==> config.mk <==
export PLATFORM = sky130hd
export DESIGN_NAME = ewma_bias_corrected_top_flat
export DESIGN_NICKNAME = d
export VERILOG_FILES = /design/src/design/ewmabc_pkg.sv /design/src/design/ewmabc_in_if.sv /design/src/design/ewmabc_out_if.sv /design/src/design/ewmabc_mul.sv /design/src/design/ewma_bias_corrected_top.sv /design/src/flat_wrapper.sv
export VERILOG_INCLUDE_DIRS = /design/src /design/src/design
export SDC_FILE = /design/constraint.sdc
export NUM_CORES = 2
export LEC_CHECK = 0
export BUFFER_PORTS_ARGS = -buffer_cell sky130_fd_sc_hd__buf_2
export CELL_PAD_IN_SITES_DETAIL_PLACEMENT = 2
export CELL_PAD_IN_SITES_GLOBAL_PLACEMENT = 2
export CORE_ASPECT_RATIO = 1.2
export CORE_MARGIN = 4
export CORE_UTILIZATION = 29
export DETAILED_ROUTE_END_ITERATION = 10
export PLACE_DENSITY = 0.72
export SYNTH_ARGS = -nofsm -noshare
export SYNTH_HDL_FRONTEND = slang
export SYNTH_SLANG_ARGS = --single-unit
export TNS_END_PERCENT = 20
==> constraint.sdc <==
create_clock -name clk -period 27.2 [get_ports clk]
set_input_delay 0 -clock clk [delete_from_list [all_inputs] [get_ports clk]]
set_output_delay 0 -clock clk [all_outputs]
set_load 0.01 [all_outputs]
==> src/design/ewma_bias_corrected_top_assert.svh <==
// ---------------------------------------------------------------------------
// ewma_bias_corrected_top_assert.svh
// Assertion macros for the bias-corrected EWMA block. They sample on clk and
// are disabled while rst is high.
// ---------------------------------------------------------------------------
`ifndef EWMA_BIAS_CORRECTED_TOP_ASSERT_SVH
`define EWMA_BIAS_CORRECTED_TOP_ASSERT_SVH

// cond must hold at every edge out of reset
`define EWMABC_ASSERT_ALWAYS(label, cond, msg) \
  label: assert property (@(posedge clk) disable iff (rst) (cond)) else $error(msg);

// cons must hold in the same cycle as ante
`define EWMABC_ASSERT_IMPL(label, ante, cons, msg) \
  label: assert property (@(posedge clk) disable iff (rst) (ante) |-> (cons)) \
    else $error(msg);

// cons must hold in the cycle after ante
`define EWMABC_ASSERT_NEXT(label, ante, cons, msg) \
  label: assert property (@(posedge clk) disable iff (rst) (ante) |=> (cons)) \
    else $error(msg);

`endif

==> src/design/ewmabc_pkg.sv <==
// ---------------------------------------------------------------------------
// ewmabc_pkg
// Types and constants shared by the bias-corrected EWMA block.
// ---------------------------------------------------------------------------
package ewmabc_pkg;

  localparam int DATA_W  = 32;
  localparam int ALPHA_W = 17;
  localparam int BIAS_W  = 33;                 // Q0.32 with room for one
  localparam int MUL_A_W = BIAS_W + 1;         // signed operand A
  localparam int MUL_B_W = ALPHA_W + 1;        // signed operand B
  localparam int PROD_W  = MUL_A_W + MUL_B_W;
  localparam int QUO_W   = DATA_W + 1;
  localparam int CNT_W   = $clog2(QUO_W);

  localparam logic [ALPHA_W-1:0] ALPHA_ONE   = ALPHA_W'(65536);
  localparam logic [ALPHA_W-1:0] ALPHA_RESET = ALPHA_W'(6554);
  localparam logic [BIAS_W-1:0]  BIAS_ONE    = {1'b1, {(BIAS_W-1){1'b0}}};
  localparam logic signed [PROD_W-1:0] ROUND_HALF = PROD_W'(32768);
  localparam logic [DATA_W-1:0]  DATA_MAX = {1'b0, {(DATA_W-1){1'b1}}};
  localparam logic [DATA_W-1:0]  DATA_MIN = {1'b1, {(DATA_W-1){1'b0}}};
  localparam logic [CNT_W-1:0]   DIV_LAST = CNT_W'(QUO_W - 1);

  typedef enum logic [1:0] {
    REG_ALPHA     = 2'd0,
    REG_BIAS_CORR = 2'd1
  } reg_index_t;

  typedef enum logic {
    MODE_SAMPLE = 1'b0,
    MODE_CLEAR  = 1'b1
  } mode_t;

  typedef enum logic [2:0] {
    ST_IDLE,
    ST_MUL_X,
    ST_MUL_M,
    ST_MUL_B,
    ST_BIAS,
    ST_DIV_SETUP,
    ST_DIV,
    ST_DONE
  } state_t;

  // Operands for the shared multiplier
  typedef struct packed {
    logic signed [MUL_A_W-1:0] a;
    logic signed [MUL_B_W-1:0] b;
  } mul_req_t;

endpackage

==> src/design/ewmabc_in_if.sv <==
// ---------------------------------------------------------------------------
// ewmabc_in_if
// Request channel into the EWMA block: a sample or a clear.
// ---------------------------------------------------------------------------
interface ewmabc_in_if;
  logic                                  valid;
  logic                                  ready;
  logic                                  mode;
  logic signed [ewmabc_pkg::DATA_W-1:0]  sample;

  modport source (output valid, mode, sample, input ready);
  modport sink   (input valid, mode, sample, output ready);
endinterface

==> src/design/ewmabc_out_if.sv <==
// ---------------------------------------------------------------------------
// ewmabc_out_if
// Result channel out of the EWMA block.
// ---------------------------------------------------------------------------
interface ewmabc_out_if;
  logic                                  valid;
  logic                                  ready;
  logic                                  valid_res;
  logic signed [ewmabc_pkg::DATA_W-1:0]  mean;
  logic signed [ewmabc_pkg::DATA_W-1:0]  corrected;
  logic                                  saturated;

  modport source (output valid, valid_res, mean, corrected, saturated, input ready);
  modport sink   (input valid, valid_res, mean, corrected, saturated, output ready);
endinterface

==> src/design/ewmabc_mul.sv <==
// ---------------------------------------------------------------------------
// ewmabc_mul
// Shared signed multiplier with a registered product, one result per cycle.
// ---------------------------------------------------------------------------
module ewmabc_mul (
  input  logic                                       clk,
  input  ewmabc_pkg::mul_req_t                       req,
  output logic signed [ewmabc_pkg::PROD_W-1:0]       prod
);

  logic signed [ewmabc_pkg::PROD_W-1:0] prod_next;

  assign prod_next = ewmabc_pkg::PROD_W'(req.a) * ewmabc_pkg::PROD_W'(req.b);

  always_ff @(posedge clk) begin
    prod <= prod_next;
  end

endmodule

==> src/design/ewma_bias_corrected_top.sv <==
// ---------------------------------------------------------------------------
// ewma_bias_corrected_top
// Bias-corrected exponential moving average over signed Q16.16 samples.
// ---------------------------------------------------------------------------
// Usage:
//   in_ch carries one request: mode 0 blends sample into the running mean,
//   mode 1 clears mean and bias product. Every request yields one result on
//   out_ch: valid_res, the plain mean, the corrected mean and a clip flag.
//   cfg_we/cfg_index/cfg_data write alpha (index 0, Q0.16, 65536 is one) and
//   the correction enable (index 1); write them only while the block is idle.
// Sequence:
//   a sample request passes three times through the shared 34x18
//   multiplier, then a rounding step, a divider setup state, the radix-2
//   restoring divider building a 33-bit quotient, and a load of the output
//   register. With correction off, a zero denominator or an overflowing
//   quotient the divider is skipped; a clear goes straight to the load.
//   ready is high only when idle, in the cycle after the load, so the block
//   takes no new request until it is through with the last one.
// Reset and stall:
//   rst (synchronous) loads alpha 6554, correction off, mean 0, bias
//   product one. The result sits in an output register; the block may take
//   the next request while it waits, and holds its new result until out_ch
//   drains.
// ---------------------------------------------------------------------------
`include "ewma_bias_corrected_top_assert.svh"

module ewma_bias_corrected_top (
  input  logic                                clk,
  input  logic                                rst,
  ewmabc_in_if.sink                           in_ch,
  ewmabc_out_if.source                        out_ch,
  input  logic                                cfg_we,
  input  logic [1:0]                          cfg_index,
  input  logic [ewmabc_pkg::ALPHA_W-1:0]      cfg_data
);

  localparam int DW = ewmabc_pkg::DATA_W;
  localparam int AW = ewmabc_pkg::ALPHA_W;
  localparam int BW = ewmabc_pkg::BIAS_W;
  localparam int PW = ewmabc_pkg::PROD_W;
  localparam int QW = ewmabc_pkg::QUO_W;

  ewmabc_pkg::state_t state, state_next;

  // configuration
  logic [AW-1:0] alpha;
  logic          corr_en;

  // model state
  logic                 seen_sample;
  logic signed [DW-1:0] running_mean;
  logic [BW-1:0]        bias_product;

  // request and datapath
  logic signed [DW-1:0]  sample_r;
  logic signed [PW-1:0]  acc;
  logic signed [PW-1:0]  prod;
  logic signed [PW-1:0]  blend_sum;
  logic signed [PW-1:0]  bias_sum;
  logic [BW-1:0]         denom;
  logic [BW-1:0]         denom_r;
  logic [DW-1:0]         mag;
  logic [2*DW-1:0]       num;
  logic [BW-1:0]         rem;
  logic [BW:0]           rem_sh;
  logic                  rem_ge;
  logic [QW-1:0]         low;
  logic [QW-1:0]         quo;
  logic [ewmabc_pkg::CNT_W-1:0] cnt;
  logic                  neg;
  logic                  use_plain;
  logic                  ovf;
  logic                  skip_div;

  logic [AW-1:0]         a_eff;
  logic [AW-1:0]         ia;
  ewmabc_pkg::mul_req_t  mul_req;

  // output register
  logic                  out_valid;
  logic                  out_valid_res;
  logic signed [DW-1:0]  out_mean;
  logic signed [DW-1:0]  out_corr;
  logic                  out_sat;
  logic                  out_load;
  logic [DW-1:0]         res_corr;
  logic                  res_sat;

  logic in_fire;

  // assertion terms
  logic clr_fire;
  logic clr_ok;
  logic empty_res;
  logic res_zero;
  logic sat_res;
  logic sat_ok;

  assign in_fire = in_ch.valid && in_ch.ready;

  // alpha of 0 acts as one LSB, anything above one acts as one
  always_comb begin
    if (alpha == '0) begin
      a_eff = AW'(1);
    end else if (alpha > ewmabc_pkg::ALPHA_ONE) begin
      a_eff = ewmabc_pkg::ALPHA_ONE;
    end else begin
      a_eff = alpha;
    end
  end
  assign ia = ewmabc_pkg::ALPHA_ONE - a_eff;

  ewmabc_mul u_mul (
    .clk  (clk),
    .req  (mul_req),
    .prod (prod)
  );

  // t >>> 16 equals the model's round-half-up on both signs
  assign blend_sum = acc + prod + ewmabc_pkg::ROUND_HALF;
  assign bias_sum  = prod + ewmabc_pkg::ROUND_HALF;

  assign denom = ewmabc_pkg::BIAS_ONE - bias_product;
  assign mag   = running_mean[DW-1] ? (~running_mean + DW'(1)) : running_mean;
  assign num   = {mag, {DW{1'b0}}} + (2*DW)'(denom[BW-1:1]);
  assign skip_div = !seen_sample || !corr_en || (denom == '0);

  assign rem_sh = {rem, low[QW-1]};
  assign rem_ge = rem_sh >= {1'b0, denom_r};

  // next state
  always_comb begin
    state_next = state;
    unique case (state)
      ewmabc_pkg::ST_IDLE: begin
        if (in_fire) begin
          state_next = (in_ch.mode == ewmabc_pkg::MODE_CLEAR) ?
                       ewmabc_pkg::ST_DONE : ewmabc_pkg::ST_MUL_X;
        end
      end
      ewmabc_pkg::ST_MUL_X:     state_next = ewmabc_pkg::ST_MUL_M;
      ewmabc_pkg::ST_MUL_M:     state_next = ewmabc_pkg::ST_MUL_B;
      ewmabc_pkg::ST_MUL_B:     state_next = ewmabc_pkg::ST_BIAS;
      ewmabc_pkg::ST_BIAS:      state_next = ewmabc_pkg::ST_DIV_SETUP;
      ewmabc_pkg::ST_DIV_SETUP: begin
        if (skip_div || ({2'b00, num[2*DW-1:QW]} >= denom)) begin
          state_next = ewmabc_pkg::ST_DONE;
        end else begin
          state_next = ewmabc_pkg::ST_DIV;
        end
      end
      ewmabc_pkg::ST_DIV: begin
        if (cnt == '0) begin
          state_next = ewmabc_pkg::ST_DONE;
        end
      end
      ewmabc_pkg::ST_DONE: begin
        if (!out_valid || out_ch.ready) begin
          state_next = ewmabc_pkg::ST_IDLE;
        end
      end
      default: state_next = ewmabc_pkg::ST_IDLE;
    endcase
  end

  // outputs of the sequencer
  always_comb begin
    in_ch.ready = 1'b0;
    out_load    = 1'b0;
    mul_req     = '0;
    unique case (state)
      ewmabc_pkg::ST_IDLE: in_ch.ready = 1'b1;
      ewmabc_pkg::ST_MUL_X: begin
        mul_req.a = (ewmabc_pkg::MUL_A_W)'(sample_r);
        mul_req.b = (ewmabc_pkg::MUL_B_W)'(signed'({1'b0, a_eff}));
      end
      ewmabc_pkg::ST_MUL_M: begin
        mul_req.a = (ewmabc_pkg::MUL_A_W)'(running_mean);
        mul_req.b = (ewmabc_pkg::MUL_B_W)'(signed'({1'b0, ia}));
      end
      ewmabc_pkg::ST_MUL_B: begin
        mul_req.a = signed'({1'b0, bias_product});
        mul_req.b = (ewmabc_pkg::MUL_B_W)'(signed'({1'b0, ia}));
      end
      ewmabc_pkg::ST_DONE: out_load = !out_valid || out_ch.ready;
      default: ;
    endcase
  end

  // control state and model state
  always_ff @(posedge clk) begin
    if (rst) begin
      state           <= ewmabc_pkg::ST_IDLE;
      alpha           <= ewmabc_pkg::ALPHA_RESET;
      corr_en         <= 1'b0;
      seen_sample     <= 1'b0;
      running_mean    <= '0;
      bias_product    <= ewmabc_pkg::BIAS_ONE;
      out_valid       <= 1'b0;
    end else begin
      state <= state_next;
      if (cfg_we) begin
        case (cfg_index)
          ewmabc_pkg::REG_ALPHA:     alpha           <= cfg_data;
          ewmabc_pkg::REG_BIAS_CORR: corr_en         <= cfg_data[0];
          default: ;
        endcase
      end
      if (in_fire && (in_ch.mode == ewmabc_pkg::MODE_CLEAR)) begin
        seen_sample  <= 1'b0;
        running_mean <= '0;
        bias_product <= ewmabc_pkg::BIAS_ONE;
      end
      if (state == ewmabc_pkg::ST_MUL_B) begin
        running_mean <= seen_sample ? blend_sum[DW+15:16] : sample_r;
        seen_sample  <= 1'b1;
      end
      if (state == ewmabc_pkg::ST_BIAS) begin
        bias_product <= bias_sum[BW+15:16];
      end
      if (out_load) begin
        out_valid <= 1'b1;
      end else if (out_ch.ready) begin
        out_valid <= 1'b0;
      end
    end
  end

  // datapath registers
  always_ff @(posedge clk) begin
    if (in_fire) begin
      sample_r  <= in_ch.sample;
      use_plain <= 1'b1;
      ovf       <= 1'b0;
    end
    if (state == ewmabc_pkg::ST_MUL_M) begin
      acc <= prod;
    end
    if (state == ewmabc_pkg::ST_DIV_SETUP) begin
      use_plain <= skip_div;
      neg       <= running_mean[DW-1];
      denom_r   <= denom;
      rem       <= {2'b00, num[2*DW-1:QW]};
      low       <= num[QW-1:0];
      ovf       <= !skip_div && ({2'b00, num[2*DW-1:QW]} >= denom);
      cnt       <= ewmabc_pkg::DIV_LAST;
      quo       <= '0;
    end
    if (state == ewmabc_pkg::ST_DIV) begin
      rem <= rem_ge ? BW'(rem_sh - {1'b0, denom_r}) : rem_sh[BW-1:0];
      low <= {low[QW-2:0], 1'b0};
      quo <= {quo[QW-2:0], rem_ge};
      cnt <= cnt - 1'b1;
    end
  end

  // clip the quotient to the sample range
  always_comb begin
    res_corr = running_mean;
    res_sat  = 1'b0;
    if (!use_plain) begin
      if (ovf) begin
        res_sat  = 1'b1;
        res_corr = neg ? ewmabc_pkg::DATA_MIN : ewmabc_pkg::DATA_MAX;
      end else if (!neg) begin
        if (quo > {1'b0, ewmabc_pkg::DATA_MAX}) begin
          res_sat  = 1'b1;
          res_corr = ewmabc_pkg::DATA_MAX;
        end else begin
          res_corr = quo[DW-1:0];
        end
      end else begin
        if (quo > {1'b0, ewmabc_pkg::DATA_MIN}) begin
          res_sat  = 1'b1;
          res_corr = ewmabc_pkg::DATA_MIN;
        end else begin
          res_corr = ~quo[DW-1:0] + DW'(1);
        end
      end
    end
  end

  always_ff @(posedge clk) begin
    if (out_load) begin
      out_valid_res <= seen_sample;
      out_mean      <= running_mean;
      out_corr      <= res_corr;
      out_sat       <= res_sat;
    end
  end

  assign out_ch.valid     = out_valid;
  assign out_ch.valid_res = out_valid_res;
  assign out_ch.mean      = out_mean;
  assign out_ch.corrected = out_corr;
  assign out_ch.saturated = out_sat;

  assign clr_fire  = in_fire && (in_ch.mode == ewmabc_pkg::MODE_CLEAR);
  assign clr_ok    = (state == ewmabc_pkg::ST_DONE) && !seen_sample && (running_mean == '0);
  assign empty_res = out_valid && !out_valid_res;
  assign res_zero  = (out_mean == '0) && (out_corr == '0) && !out_sat;
  assign sat_res   = out_valid && out_sat;
  assign sat_ok    = out_valid_res && corr_en;

  `EWMABC_ASSERT_ALWAYS(a_bias_le_one, bias_product <= ewmabc_pkg::BIAS_ONE, "bias above one")
  `EWMABC_ASSERT_NEXT(a_clear_to_done, clr_fire, clr_ok, "clear did not reset state")
  `EWMABC_ASSERT_IMPL(a_empty_result_zero, empty_res, res_zero, "empty result not zero")
  `EWMABC_ASSERT_IMPL(a_sat_needs_corr, sat_res, sat_ok, "clip flag without correction")

endmodule

==> src/flat_wrapper.sv <==
// flat-port wrapper written by rule: the top's interface ports become plain ports
module ewma_bias_corrected_top_flat 
  (clk, rst, cfg_we, cfg_index, cfg_data, in_ch_valid, in_ch_mode, in_ch_sample, in_ch_ready, out_ch_valid, out_ch_valid_res, out_ch_mean, out_ch_corrected, out_ch_saturated, out_ch_ready);
  ewmabc_in_if in_ch_i ();
  ewmabc_out_if out_ch_i ();
  input  logic clk;
  input  logic rst;
  input  logic cfg_we;
  input  logic [1:0] cfg_index;
  input  logic [ewmabc_pkg::ALPHA_W-1:0] cfg_data;
  input wire logic [$bits(in_ch_i.valid)-1:0] in_ch_valid;
  input wire logic [$bits(in_ch_i.mode)-1:0] in_ch_mode;
  input wire logic [$bits(in_ch_i.sample)-1:0] in_ch_sample;
  output wire logic [$bits(in_ch_i.ready)-1:0] in_ch_ready;
  output wire logic [$bits(out_ch_i.valid)-1:0] out_ch_valid;
  output wire logic [$bits(out_ch_i.valid_res)-1:0] out_ch_valid_res;
  output wire logic [$bits(out_ch_i.mean)-1:0] out_ch_mean;
  output wire logic [$bits(out_ch_i.corrected)-1:0] out_ch_corrected;
  output wire logic [$bits(out_ch_i.saturated)-1:0] out_ch_saturated;
  input wire logic [$bits(out_ch_i.ready)-1:0] out_ch_ready;
  assign in_ch_i.valid = in_ch_valid;
  assign in_ch_i.mode = in_ch_mode;
  assign in_ch_i.sample = in_ch_sample;
  assign in_ch_ready = in_ch_i.ready;
  assign out_ch_valid = out_ch_i.valid;
  assign out_ch_valid_res = out_ch_i.valid_res;
  assign out_ch_mean = out_ch_i.mean;
  assign out_ch_corrected = out_ch_i.corrected;
  assign out_ch_saturated = out_ch_i.saturated;
  assign out_ch_i.ready = out_ch_ready;
  ewma_bias_corrected_top u_core (.clk(clk), .rst(rst), .in_ch(in_ch_i), .out_ch(out_ch_i), .cfg_we(cfg_we), .cfg_index(cfg_index), .cfg_data(cfg_data));
endmodule
==> results.tsv <==
stage	metric	value	unit
clock_network	clk sinks	424	
clock_network	count of hold buffers inserted by post-cts repair	66	
layout	filler cell count in the final layout	16600	
layout	register cell area after layout	0.0114	sq mm
clock_network	buffer levels on the longest clock path	3	
worst_setup_path	depth of the worst register-to-register path	33	
timing	post-route fraction of the period consumed by the critical path	42.6	%
worst_setup_path	worst endpoint data arrival time	12.15	ns
worst_hold_path	Hold Startpoint	in_ch_valid	
clock_network	CTS tree	built	
yosys	synthesized instance count	4751	
worst_hold_path	hold worst-path end	u_core.bias_product[32]$_SDFFE_PP1P_	
clock_network	Setup Buffers After CTS	0	
clock_network	clock edge transition at the registers on the reported setup and hold paths	0.07	ns
timing	count of endpoints failing hold in the final timing report	0	
power_and_ir_drop	switching share of power	53.9	%
die	area of the die	0.157	sq mm
worst_hold_path	class of the most critical hold timing path	primary input to flop	
power_and_ir_drop	power per cell area	114	mW/mm^2
yosys	number of distinct library cell variants in the gate-level netlist after synthesis	95	
grt	number of global-route vias before repair	40700	
yosys	Async S/R FF share, synth	0	%
timing	final worst path period need	11.60	ns
detailed_routing	violation count after the first detailed-routing iteration	2356	
detailed_routing	vias per cell	5.29	
yosys	count of flip-flops with a built-in enable after synthesis	286	
timing	number of pins exceeding their max-slew limit in the final report	0	
worst_hold_path	depth of the worst hold-timing path	4	
run	total of max-cap violations	0	
timing	setup repair after global routing missed its margin	no	
die	Cell Rows	155	
detailed_routing	DRC	0	
worst_setup_path	Reg-to-Reg End	u_core.u_mul.prod[46]$_DFF_P_	
layout	Post-layout nets	5705	
grt	overall fraction of global-route tracks in use	22.0	%
power_and_ir_drop	leakage power	21.5	nW
power_and_ir_drop	Psw	0.00300	W
yosys	synthesized area per cell	9.18	sq um
worst_setup_path	most used cell, CP	fa_1	
yosys	flip-flop and latch count after synthesis	424	
timing	final-layout setup total negative slack	0	ns
detailed_routing	Antenna Violating Nets Remaining	0	
layout	area of the multi-input gates	0.0287	sq mm
die	# IOs	125	
timing	clock skew	0.0569	ns
worst_setup_path	Critical Path Start Type	flop	
layout	Final Instance Count excl. Fillers	6841	
timing	max-slew headroom at the worst pin	12.9	%
clock_network	Clk Tree Root Cell	clkbuf_16	
worst_setup_path	kind of critical path	flop to flop	
power_and_ir_drop	Internal	0.00256	W
grt	largest net degree at the start of global routing	85	
clock_network	total clock buffers created by CTS	48	
timing	fmax	0.0862	GHz
detailed_routing	wire length reported by the detailed router	175	mm
clock_network	cts repair resizes	0	
die	floorplan die width	362	um
placement	placer congestion estimate	0.895	
timing	setup-violating endpoint count in the final report	0	
yosys	sequential share of the synthesized area	26.0	%
worst_setup_path	slowest cell on the critical path	a21oi_4	
die	initial core utilization	29.2	%
yosys	number of synthesis warnings	0	
grt	antenna violations before repair	7	
clock_network	clock insertion delay at the later pin of the skew report	0.64	ns
yosys	syn nets	5618	
die	Core Box Area	0.149	sq mm
outcome	run status	finished, final reports clean	
yosys	leading register cell type out of synthesis	edfxtp_1	
worst_setup_path	crit-path max FO	33	
placement	Placed Cells incl. Taps	6684	
placement	placed wire-length estimate	135	mm
clock_network	Clock H-tree levels	2	
power_and_ir_drop	Worst VDD drop	0.0542	mV
die	Chip Height	433	um
worst_setup_path	startpoint of the most critical register-to-register path	u_core.alpha[9]$_SDFFE_PP0P_	
detailed_routing	routed len/inst	25.5	um
timing	Least-Margin Pin Slew	1.31	ns
worst_setup_path	required time reported for the critical path endpoint	27.76	ns
power_and_ir_drop	Reg power frac	18.8	%
power_and_ir_drop	Clk pwr share	12.2	%
layout	Syn-to-layout area delta	11.9	%
detailed_routing	number of detailed-routing iterations run before antenna repair	5	
worst_setup_path	type of element capturing the critical path	flop	
placement	number of buffers inserted by port buffering	124	
grt	global-route wire length before repair	261	mm
detailed_routing	via count of the routed design	36200	
grt	global-route congestion overflow total	0	
power_and_ir_drop	logic gate share of total power	69.0	%
layout	share of final-layout standard cells stronger than drive strength 1	8.24	%
worst_setup_path	Register-to-Register Setup Slack	15.60	ns
worst_setup_path	highest cell delay on the worst timing path	0.85	ns
yosys	Cell Area, Synth	0.0436	sq mm
-- cell families (layout without fill, tap and decap cells) --
logic type | Yosys count | in the layout | synth area share, %
other | 0 | 1 | 0
xor gates and xnor gates | 207 | 207 | 4.16
adders and majority gates | 810 | 810 | 32.4
AOI/OAI and AO/OA | 795 | 795 | 12.1
muxes | 45 | 45 | 1.13
DFF | 424 | 424 | 26.0
and+or+nand+nor | 1496 | 1496 | 15.7
buffers and inverters | 974 | 1101 | 8.53
-- area by class of cell --
class | instances | area share [%]
Clock inverter | 33 | 0.674
Tap cell | 1962 | 5.03
Antenna cell | 1 | 0.00513
Multi-Input combinational cell | 3353 | 58.9
Clock buffer | 57 | 2.62
Timing Repair Buffer | 265 | 3.78
Sequential cell | 424 | 23.3
Inverter | 746 | 5.74
-- registers in the layout (all words and copies together), names as in the netlist, 3 cells and up --
| signal | count |
|---|---|
| u_core.alpha | 17 |
| u_core.quo | 33 |
| u_core.bias_product | 33 |
| u_core.out_ch.corrected | 32 |
| u_core.rem | 33 |
| u_core.sample_r | 32 |
| u_core.cnt | 6 |
| u_core.acc | 48 |
| u_core.u_mul.prod | 49 |
| u_core.out_ch.mean | 32 |
| u_core.low | 33 |
| u_core.running_mean | 32 |
| u_core.state | 3 |
| u_core.denom_r | 33 |
-- critical path, delay by kind of cell (launching register included) --
kind	cells	cell delay, ns
AND/OR/NAND/NOR	9	2.25
adder cells (fa/ha/maj)	8	3.97
buffers and inverters	6	1.23
flip-flops	1	0.42
AO/OA/AOI/OAI	9	3.37
XOR/XNOR	1	0.16
-- metrics by stage --
step           hold WS, ns  total power [W]  utilization, %  setup slack [ns]  area [sq um]
2_1_floorplan       0.0989          0.00348               -             18.16         43600
5_1_grt             0.0319          0.00600            32.7             15.13         48800
3_3_place_gp         0.179          0.00470            31.2             15.93         46500
4_1_cts             0.0215          0.00558            32.7             15.58         48800
3_5_place_dp         0.181          0.00485            31.2             15.61         46500
6_report            0.0417          0.00556            32.7             15.60         48800
-- how the worst max path moves through the flow --
stage | endpoint | from | cells past startpoint
6_report | u_core.u_mul.prod[46]$_DFF_P_ | u_core.alpha[9]$_SDFFE_PP0P_ | 33
3_3_place_gp | u_core.u_mul.prod[46]$_DFF_P_ | u_core.alpha[9]$_SDFFE_PP0P_ | 33
3_5_place_dp | u_core.u_mul.prod[46]$_DFF_P_ | u_core.alpha[9]$_SDFFE_PP0P_ | 33
2_1_floorplan | u_core.u_mul.prod[48]$_DFF_P_ | u_core.alpha[9]$_SDFFE_PP0P_ | 31
4_1_cts | u_core.u_mul.prod[46]$_DFF_P_ | u_core.alpha[9]$_SDFFE_PP0P_ | 33
5_1_grt | u_core.u_mul.prod[46]$_DFF_P_ | u_core.alpha[9]$_SDFFE_PP0P_ | 33
-- routing by layer --
metal	GRT usage [%]	vias to the layer above	wire [um]	share of wire, %
li1	-	15800	-	-
met1	26.9	19200	71400	41
met2	39.9	847	88900	51
met3	2.05	293	6830	3.9
met4	8.36	2	7610	4.4
met5	0	-	12	0.0069
-- power groups by stage --
stage               combinational, W  sequential, W  clock [W]
global placement             0.00366        0.00105          0
finish                       0.00383        0.00104   0.000680
CTS                          0.00384        0.00104   0.000696
detailed placement           0.00380        0.00105          0
global route                 0.00423        0.00105   0.000716
floorplan                    0.00252       0.000960          0
-- synthesized netlist by cell type, drive strengths merged, types with 20 or more instances --
library cell / instances / area [sq um]
inv: 744 / 2790
nand2: 578 / 2170
fa: 532 / 10700
nor2: 464 / 1750
edfxtp: 286 / 8590
ha: 278 / 3480
a21oi: 234 / 1170
clkbuf: 189 / 711
xnor2: 153 / 1340
dfxtp: 138 / 2760
o21ai: 110 / 551
a21o: 92 / 691
nand3: 66 / 330
a22o: 54 / 473
xor2: 54 / 473
nor3: 53 / 282
and3: 48 / 300
nand4: 48 / 300
a31oi: 46 / 288
a211oi: 42 / 320
buf: 39 / 208
mux2: 35 / 394
o31ai: 35 / 277
or3: 34 / 218
nor2b: 31 / 194
nor4: 29 / 230
a22oi: 27 / 213
nand2b: 27 / 169
or4: 27 / 233
and2: 24 / 150
o21a: 23 / 173
or2: 21 / 131
o22ai: 20 / 125
-- cell usage in the layout (no fill, tap or decap), types with 35 or more instances in the layout --
| master | n |
|---|---|
| nand3_1 | 66 |
| a21o_1 | 92 |
| dfxtp_1 | 135 |
| a21oi_1 | 220 |
| nor2_1 | 458 |
| and3_1 | 48 |
| dlygate4sd3_1 | 66 |
| a22o_1 | 54 |
| nand2_1 | 577 |
| xnor2_1 | 153 |
| inv_1 | 743 |
| edfxtp_1 | 286 |
| a211oi_1 | 41 |
| nand4_1 | 48 |
| clkbuf_16 | 49 |
| nor3_1 | 51 |
| mux2_2 | 35 |
| buf_2 | 124 |
| o21ai_0 | 104 |
| ha_1 | 278 |
| fa_1 | 532 |
| buf_4 | 75 |
| a31oi_1 | 44 |
| xor2_1 | 54 |
No activity file was read; power rests on OpenSTA's default activity.
